--- src/rtl/rbs_pkg.sv ---
// Shared constants and types for the RGBA bilinear scaler.
package rbs_pkg;

    // Source store and fraction sizes
    localparam int MAX_SRC_WIDTH  = 128;
    localparam int MAX_SRC_HEIGHT = 128;
    localparam int FRAC_BITS      = 8;

    // Field widths
    localparam int POS_W        = 12;
    localparam int SRC_SIZE_W   = 8;
    localparam int DST_SIZE_W   = 13;
    localparam int TARGET_LIMIT = 4096;
    localparam int CH_W         = 8;
    localparam int PIX_W        = 4 * CH_W;

    // Source index width covers both axes
    localparam int MAX_SRC_DIM = (MAX_SRC_WIDTH > MAX_SRC_HEIGHT) ? MAX_SRC_WIDTH
                                                                  : MAX_SRC_HEIGHT;
    localparam int IDX_W = $clog2(MAX_SRC_DIM);

    // Divider geometry: quotient holds index and fraction together
    localparam int QW      = IDX_W + FRAC_BITS;
    localparam int NUM_W   = POS_W + IDX_W;
    localparam int DVD_W   = NUM_W + FRAC_BITS;
    localparam int REM_W   = DVD_W - QW;
    localparam int DIV_PER = 3;
    localparam int DIV_ST  = (QW + DIV_PER - 1) / DIV_PER;

    // Pipeline depth: axis stages, then read, weight, sum and output
    localparam int AX_ST = DIV_ST + 3;
    localparam int NST   = AX_ST + 4;

    // Parity banks: four banks addressed by half row and half column
    localparam int BANK_AW    = 2 * (IDX_W - 1);
    localparam int BANK_DEPTH = 1 << BANK_AW;

    // Weight and sum widths
    localparam int W_W   = 2 * (FRAC_BITS + 1);
    localparam int SUM_W = W_W + CH_W + 2;

    // Commands
    localparam logic CMD_LOAD    = 1'b0;
    localparam logic CMD_COMPUTE = 1'b1;

    // Configuration register indexes
    localparam logic [1:0] REG_SRC_W = 2'd0;
    localparam logic [1:0] REG_SRC_H = 2'd1;
    localparam logic [1:0] REG_DST_W = 2'd2;
    localparam logic [1:0] REG_DST_H = 2'd3;

    // Item traveling down the pipeline
    typedef struct packed {
        logic             cmd;
        logic             wr;
        logic [POS_W-1:0] px;
        logic [POS_W-1:0] py;
        logic [PIX_W-1:0] rgba;
    } item_t;

    // Result of one axis mapping
    typedef struct packed {
        logic [IDX_W-1:0]     i0;
        logic [IDX_W-1:0]     i1;
        logic [FRAC_BITS-1:0] frac;
    } axis_t;

endpackage

--- src/rtl/rbs_axis.sv ---
// Axis mapper: destination coordinate to source index pair and fraction.
module rbs_axis (
    input  logic                          clk,
    input  logic [rbs_pkg::AX_ST-1:0]     en,
    input  logic [rbs_pkg::POS_W-1:0]     d,
    input  logic [rbs_pkg::IDX_W-1:0]     sm1,
    input  logic [rbs_pkg::DST_SIZE_W-1:0] dst,
    output rbs_pkg::axis_t                res
);

    localparam int DS = rbs_pkg::DIV_ST;

    // Stage A: saturate coordinate, form divisor
    logic [rbs_pkg::POS_W-1:0]      d_a_reg;
    logic [rbs_pkg::IDX_W-1:0]      sm1_a_reg;
    logic [rbs_pkg::POS_W-1:0]      den_a_reg;
    logic                           one_a_reg;
    logic [rbs_pkg::DST_SIZE_W-1:0] dm1;

    assign dm1 = dst - rbs_pkg::DST_SIZE_W'(1);

    always_ff @(posedge clk)
    begin
        if (en[0])
        begin
            d_a_reg   <= ({1'b0, d} >= dst) ? dm1[rbs_pkg::POS_W-1:0] : d;
            sm1_a_reg <= sm1;
            den_a_reg <= dm1[rbs_pkg::POS_W-1:0];
            one_a_reg <= (dst <= rbs_pkg::DST_SIZE_W'(1));
        end
    end

    // Stage B: numerator product
    logic [rbs_pkg::NUM_W-1:0] num_b_reg;
    logic [rbs_pkg::IDX_W-1:0] sm1_b_reg;
    logic [rbs_pkg::POS_W-1:0] den_b_reg;
    logic                      one_b_reg;

    always_ff @(posedge clk)
    begin
        if (en[1])
        begin
            num_b_reg <= rbs_pkg::NUM_W'(d_a_reg) * rbs_pkg::NUM_W'(sm1_a_reg);
            sm1_b_reg <= sm1_a_reg;
            den_b_reg <= den_a_reg;
            one_b_reg <= one_a_reg;
        end
    end

    // Restoring divider, DIV_PER quotient bits per stage
    logic [rbs_pkg::REM_W-1:0] rem_reg [DS];
    logic [rbs_pkg::QW-1:0]    q_reg   [DS];
    logic [rbs_pkg::DVD_W-1:0] dvd_reg [DS];
    logic [rbs_pkg::POS_W-1:0] den_reg [DS];
    logic [rbs_pkg::IDX_W-1:0] sm1_reg [DS];
    logic                      one_reg [DS];

    genvar s;
    generate
        for (s = 0; s < DS; s++)
        begin : g_div
            logic [rbs_pkg::REM_W-1:0] rem_in;
            logic [rbs_pkg::QW-1:0]    q_in;
            logic [rbs_pkg::DVD_W-1:0] dvd_in;
            logic [rbs_pkg::POS_W-1:0] den_in;
            logic [rbs_pkg::IDX_W-1:0] sm1_in;
            logic                      one_in;
            logic [rbs_pkg::REM_W-1:0] rem_next;
            logic [rbs_pkg::QW-1:0]    q_next;

            if (s == 0)
            begin : g_first
                assign dvd_in = {num_b_reg, {rbs_pkg::FRAC_BITS{1'b0}}};
                assign rem_in = dvd_in[rbs_pkg::DVD_W-1:rbs_pkg::QW];
                assign q_in   = '0;
                assign den_in = den_b_reg;
                assign sm1_in = sm1_b_reg;
                assign one_in = one_b_reg;
            end
            else
            begin : g_rest
                assign dvd_in = dvd_reg[s-1];
                assign rem_in = rem_reg[s-1];
                assign q_in   = q_reg[s-1];
                assign den_in = den_reg[s-1];
                assign sm1_in = sm1_reg[s-1];
                assign one_in = one_reg[s-1];
            end

            // Shift in one dividend bit, subtract when it fits
            always_comb
            begin
                int k;
                logic [rbs_pkg::REM_W:0] trial;
                rem_next = rem_in;
                q_next   = q_in;
                for (int j = 0; j < rbs_pkg::DIV_PER; j++)
                begin
                    k = rbs_pkg::QW - 1 - (s * rbs_pkg::DIV_PER + j);
                    if (k >= 0)
                    begin
                        trial = {rem_next, dvd_in[k]};
                        if (trial >= {1'b0, den_in})
                        begin
                            trial     = trial - {1'b0, den_in};
                            q_next[k] = 1'b1;
                        end
                        rem_next = trial[rbs_pkg::REM_W-1:0];
                    end
                end
            end

            always_ff @(posedge clk)
            begin
                if (en[2+s])
                begin
                    rem_reg[s] <= rem_next;
                    q_reg[s]   <= q_next;
                    dvd_reg[s] <= dvd_in;
                    den_reg[s] <= den_in;
                    sm1_reg[s] <= sm1_in;
                    one_reg[s] <= one_in;
                end
            end
        end
    endgenerate

    // Final stage: split quotient, clamp the upper neighbor
    logic [rbs_pkg::IDX_W-1:0]     i0;
    logic [rbs_pkg::FRAC_BITS-1:0] fr;

    assign i0 = one_reg[DS-1] ? '0 : q_reg[DS-1][rbs_pkg::QW-1:rbs_pkg::FRAC_BITS];
    assign fr = one_reg[DS-1] ? '0 : q_reg[DS-1][rbs_pkg::FRAC_BITS-1:0];

    always_ff @(posedge clk)
    begin
        if (en[rbs_pkg::AX_ST-1])
        begin
            res.i0   <= i0;
            res.i1   <= (i0 == sm1_reg[DS-1]) ? i0 : i0 + rbs_pkg::IDX_W'(1);
            res.frac <= fr;
        end
    end

endmodule

--- config.mk ---
export PLATFORM = sky130hd
export DESIGN_NAME = rbs_axis
export DESIGN_NICKNAME = d
export VERILOG_FILES = /design/src/rtl/rbs_pkg.sv /design/src/rtl/rbs_axis.sv
export SDC_FILE = /design/constraint.sdc
export NUM_CORES = 1
export LEC_CHECK = 0
export BUFFER_PORTS_ARGS = -buffer_cell sky130_fd_sc_hd__buf_2
export CORE_ASPECT_RATIO = 0.9
export CORE_UTILIZATION = 55
export DETAILED_ROUTE_END_ITERATION = 10
export PLACE_DENSITY = 0.83
export SYNTH_ARGS = -nofsm -noshare
export SYNTH_HDL_FRONTEND = slang
export SYNTH_SLANG_ARGS = --single-unit
export TNS_END_PERCENT = 100
--- constraint.sdc ---
create_clock -name clk -period 19.3 [get_ports clk]
set_input_delay 0.965 -clock clk [delete_from_list [all_inputs] [get_ports clk]]
set_output_delay 0.965 -clock clk [all_outputs]
set_load 0.01 [all_outputs]
== Word level (Yosys, flattened, before mapping) ==
Memories as Yosys holds them, arrays and structs flattened.
Cells that the tools add are included.

* Register bits after elaboration: 93
* Memory bits (writable): 370
* Bits of input ports: 41
* Output and inout bits: 22
* Word-level logic and storage cells: 96
* Memories: 6

{| class="wikitable"
|+ Memories
! memory !! depth !! width !! rd ports !! clocked after memory_dff !! write ports !! RTL line !! source
|-
| dvd_reg || 5 || 27 || 4 || 0 || 5 || rbs_axis.sv:53 || <nowiki>logic [rbs_pkg::DVD_W-1:0] dvd_reg [DS];</nowiki>
|-
| q_reg || 5 || 15 || 5 || 0 || 5 || rbs_axis.sv:52 || <nowiki>logic [rbs_pkg::QW-1:0] q_reg [DS];</nowiki>
|-
| den_reg || 5 || 12 || 4 || 0 || 5 || rbs_axis.sv:54 || <nowiki>logic [rbs_pkg::POS_W-1:0] den_reg [DS];</nowiki>
|-
| rem_reg || 5 || 12 || 4 || 0 || 5 || rbs_axis.sv:51 || <nowiki>logic [rbs_pkg::REM_W-1:0] rem_reg [DS];</nowiki>
|-
| sm1_reg || 5 || 7 || 5 || 0 || 5 || rbs_axis.sv:55 || <nowiki>logic [rbs_pkg::IDX_W-1:0] sm1_reg [DS];</nowiki>
|-
| one_reg || 5 || 1 || 5 || 0 || 5 || rbs_axis.sv:56 || <nowiki>logic one_reg [DS];</nowiki>
|}

* Add/subtract/negate cells: 17
* $mul: 1
* Magnitude comparators: 17
* Equal/unequal tests: 1
* Muxes and demuxes: 43

{| class="wikitable"
|+ Operators with widths
! operator !! count
|-
| 13-bit by 12-bit greater-or-equal comparator with 1-bit output || 15
|-
| 12-bit 2-to-1 mux || 16
|-
| 12-bit subtractor || 15
|-
| 1-bit 2-to-1 mux || 25
|-
| 12-bit by 7-bit multiplier with 19-bit output || 1
|-
| 7-bit 2-to-1 mux || 2
|-
| 12-bit by 13-bit greater-or-equal comparator with 1-bit output || 1
|-
| 13-bit by 1-bit less-or-equal comparator with 1-bit output, second input constant || 1
|-
| 12-bit by 1-bit subtractor with 12-bit output, second input constant || 1
|-
| 7-bit by 1-bit adder with 7-bit output, second input constant || 1
|-
| 7-bit equality test || 1
|}

== Longest topological paths before layout ==
An unclocked memory read counts as a cell.

* Depth after elaboration: 7
* Gate-level depth with buffers: 33
* Mapped depth without buffers: 29

== Least setup slack after synthesis ==
No wires, ideal clock.

* Path type: register -> register
* From: memory den_reg[0][34] (netlist bit)
* To: memory rem_reg[0][45] (netlist bit) (data pin)
* Library setup time: 0.261 ns
* Arrival: 6.909 ns
* Required time: 19.039 ns
* Path slack: 12.130 ns
* Cell stages (with the launch flop): 31
* Path buffers: 5
* Clock period less this slack: 7.170 ns
* Cell sequence: edfxtp_1 -> inv_1 -> ha_1 -> a21oi_1 -> o211ai_1 -> a311oi_2 -> a21boi_1 -> clkbuf_1 -> buf_1 -> mux2i_1 -> inv_1 -> ha_1 -> o21a_1 -> o31a_1 -> o311ai_1 -> nand3_1 -> a21o_1 -> or2_2 -> clkbuf_1 -> clkbuf_1 -> and2_1 -> ha_1 -> nor2b_1 -> o21a_1 -> o21ai_0 -> a21o_1 -> a21oi_1 -> o21ai_0 -> a21bo_2 -> clkbuf_1 -> a221o_1

{| class="wikitable"
|+ RTL lines
! what !! RTL line
|-
| start, declared || rbs_axis.sv:54
|-
| end, declared || rbs_axis.sv:51
|}

==> impl_metrics.csv <==
group,metric,value,unit
cts,root_buffer,"clkbuf_16",
critical_path,cp-end-kind,"flip-flop",
critical_path,setup.worst_path.start,"den_reg[0][13]$_DFFE_PP_",
floorplan,rows,68,
route,drtPass1Iterations,5,
cts,cts_resized,0,
floorplan,dieArea,39650,um^2
placed_design,gp_congestion,0.9342,
logic_synthesis,syn_avg_cell_area,10.59,um^2
logic_synthesis,synth_compound_area_share,13.76,%
sta,setup_tns,0,ns
sta,finalSetupViolCount,0,
grt,grt.overflow.total,0,
grt,grt_pass1_vias,15499,
sta,period_minus_slack,8.360,ns
placed_design,dpl.hpwl,37750,um
layout,n_fill_cell,3035,
layout,multiInputGateArea,12110,um^2
logic_synthesis,synth_edf_count,279,
logic_synthesis,synth_adder_area_share,18.82,%
logic_synthesis,synth_top_family_by_area,"adder cells",
grt,grt_use_total,24.81,%
logic_synthesis,synth_cell_types,78,
route,drt_iter0_drc,1327,
grt,grt_max_degree,45,
cts,cts_buffer_depth,3,
floorplan,io_pins,63,
floorplan,start_util,55.82,%
route,vias,15598,
sta,post-route-period-util,43.32,%
logic_synthesis,ys_ff_latch,279,
layout,area_growth,8.401,%
critical_path,cp-endpoint,"rem_reg[0][28]$_DFFE_PP_",
cts,cts_sinks,279,
hold_path,hold_path_class,"flip-flop to flip-flop",
critical_path,worst_setup_path_start_kind,"flip-flop",
floorplan,fp.coreArea,38290,um^2
critical_path,reg2reg_depth,27,
floorplan,die_w,209.8,um
hold_path,hold_start,"q_reg[0][58]$_DFFE_PP_",
critical_path,critPathBufInv,3,
logic_synthesis,synthCells,2019,
sta,drv_slew,0,
sta,finClkSkew,0.01300,ns
logic_synthesis,synth_nets,2346,
route,wl,48460,um
cts,cts_tree,"yes",
logic_synthesis,yosys_warnings,0,
layout,drive_gt1_share,11.05,%
route,wl_per_cell,18.65,um
critical_path,rrSetupSlack,10.94,ns
cts,clock_latency,0.58,ns
critical_path,worstReg2RegStart,"den_reg[0][13]$_DFFE_PP_",
sta,slew_headroom,10.14,%
route,post_drt_via_cell_ratio,6.004,
critical_path,path_max_fanout,18,
layout,mostFrequentLayoutCell,"edfxtp_1",
logic_synthesis,async_flop_share,0,%
logic_synthesis,synth.yosys.seq_area_share,39.20,%
sta,worst_pin_slew,1.310,ns
sta,fmax,0.1196,GHz
critical_path,critical_path_arrival,8.68,ns
critical_path,reg2reg_to,"rem_reg[0][28]$_DFFE_PP_",
critical_path,critical-path-top-delay-family,"compound AO/OA/AOI/OAI gates",
cts,clk_pin_slew,0.07,ns
logic_synthesis,netlist_area,21370,um^2
cts,hold_buffers,0,
layout,regArea,8378,um^2
placed_design,portBuffers,62,
route,drc,0,
logic_synthesis,synth_top_flop_cell,"edfxtp_1",
critical_path,critPathRequiredTime,19.62,ns
layout,final_cell_mix,"edfxtp_1 (279), ha_1 (227), inv_1 (200), nand2_1 (155), a21oi_1 (123)",
sta,hold_viol_final,0,
cts,htreeDepth,1,
grt,grt_pass1_wl,79030,um
layout,diodes,0,
run,maxCapViolations,0,
cts,numCtsBuffers,30,
route,ant_nets,0,
floorplan,die_h,189.0,um
sta,rsz0062_at_grt,"false",
critical_path,cp.depth,27,
layout,nNetsFinal,2412,
logic_synthesis,synth_xor_xnor_area_share,6.311,%
critical_path,critPathMaxStageDelay,0.99,ns
logic_synthesis,yosys.area_share.simple,11.65,%
logic_synthesis,synthMuxAreaShare,6.112,%
critical_path,crit_type,"flip-flop to flip-flop",
grt,antenna_found_initial,0,
cts,post_cts_buffers,0,
outcome,status,"complete, no violations",
critical_path,cp_slowest_cell,"mux2i_1",
[cells in the mapped netlist (7+ instances only)]
| master | count | area share [%] |
|---|---|---|
| a211oi_1 | 10 | 0.35 |
| a21boi_0 | 7 | 0.25 |
| a21o_1 | 52 | 1.8 |
| a21oi_1 | 123 | 2.9 |
| a31oi_1 | 7 | 0.20 |
| and2_1 | 32 | 0.94 |
| and3_1 | 8 | 0.23 |
| clkbuf_1 | 23 | 0.40 |
| edfxtp_1 | 279 | 39 |
| fa_1 | 59 | 5.5 |
| ha_1 | 227 | 13 |
| inv_1 | 200 | 3.5 |
| mux2_2 | 88 | 4.6 |
| mux2_4 | 7 | 0.49 |
| mux2i_1 | 21 | 0.98 |
| nand2_1 | 155 | 2.7 |
| nand2b_1 | 21 | 0.61 |
| nand3_1 | 43 | 1.0 |
| nand4_1 | 21 | 0.61 |
| nor2_1 | 97 | 1.7 |
| nor2b_1 | 33 | 0.97 |
| nor3_1 | 45 | 1.1 |
| nor4_1 | 13 | 0.38 |
| o211ai_1 | 9 | 0.32 |
| o21a_1 | 32 | 1.1 |
| o21ai_0 | 87 | 2.0 |
| o21bai_1 | 20 | 0.70 |
| o221ai_1 | 11 | 0.45 |
| o31a_1 | 8 | 0.33 |
| o31ai_1 | 8 | 0.28 |
| or2_2 | 8 | 0.23 |
| or3_1 | 16 | 0.47 |
| xnor2_1 | 106 | 4.3 |
| xor2_1 | 48 | 2.0 |
[how the worst min path moves through the flow]
| stage | end | slack [ns] | depth (start not counted) |
|---|---|---|---|
| 5_1_grt | q_reg[0][73]$_DFFE_PP_ | 0.42 | 0 |
| 6_report | q_reg[0][73]$_DFFE_PP_ | 0.41 | 0 |
| 3_3_place_gp | den_b_reg[10]$_DFFE_PP_ | 0.40 | 0 |
| 4_1_cts | sm1_reg[0][27]$_DFFE_PP_ | 0.41 | 0 |
| 2_1_floorplan | den_b_reg[0]$_DFFE_PP_ | 0.40 | 0 |
| 3_5_place_dp | den_b_reg[11]$_DFFE_PP_ | 0.40 | 0 |
[worst reg2reg max path: cells and delay by family, from the launching register on]
family | cells | cell delay, ns
simple gates | 2 | 0.33
mux | 4 | 2.25
flops | 1 | 0.42
fa+ha+maj | 3 | 0.95
buf+inv | 3 | 0.59
compound gates | 15 | 3.53
[cell type report]
cell class                      count  share of cell area, %
Sequential cell                   279                  36.16
Tap cell                          490                  2.646
Clock buffer                       33                  3.289
Multi-Input combinational cell   1508                  52.26
Timing Repair Buffer               66                  1.469
Clock inverter                     22                 0.9289
Inverter                          200                  3.240
[kinds of logic (layout without fill, tap and decap cells)]
logic type,Yosys count,count (layout)
adders and majority gates,286,286
DFF,279,279
xor gates and xnor gates,154,154
and+or+nand+nor,510,510
buffers and inverters,232,321
muxes,116,116
AOI/OAI and AO/OA,442,442
[per-stage QoR]
step | util [%] | cells | setup slack [ns] | hold WS, ns | area (um^2)
after floorplan | - | 2019 | 12.13 | 0.4003 | 21370
after global placement | 57.96 | 2543 | 11.25 | 0.4006 | 22190
after detailed placement | 57.96 | 2543 | 11.03 | 0.4045 | 22190
after CTS | 60.51 | 2598 | 10.99 | 0.4138 | 23170
after global routing | 60.51 | 2598 | 10.30 | 0.4209 | 23170
final | 60.51 | 2598 | 10.94 | 0.4131 | 23170
[per-layer routing]
layer	share of wire, %	wire length (um)	GRT usage, %
met5	0	0	0
met1	44	21110	33.39
met4	2.7	1291	6.569
met3	6.7	3250	4.080
met2	47	22810	41.63
Power is left out: the tool's default activity adds up to more than one toggle a clock period on the data nets, which glitch-free logic cannot reach.
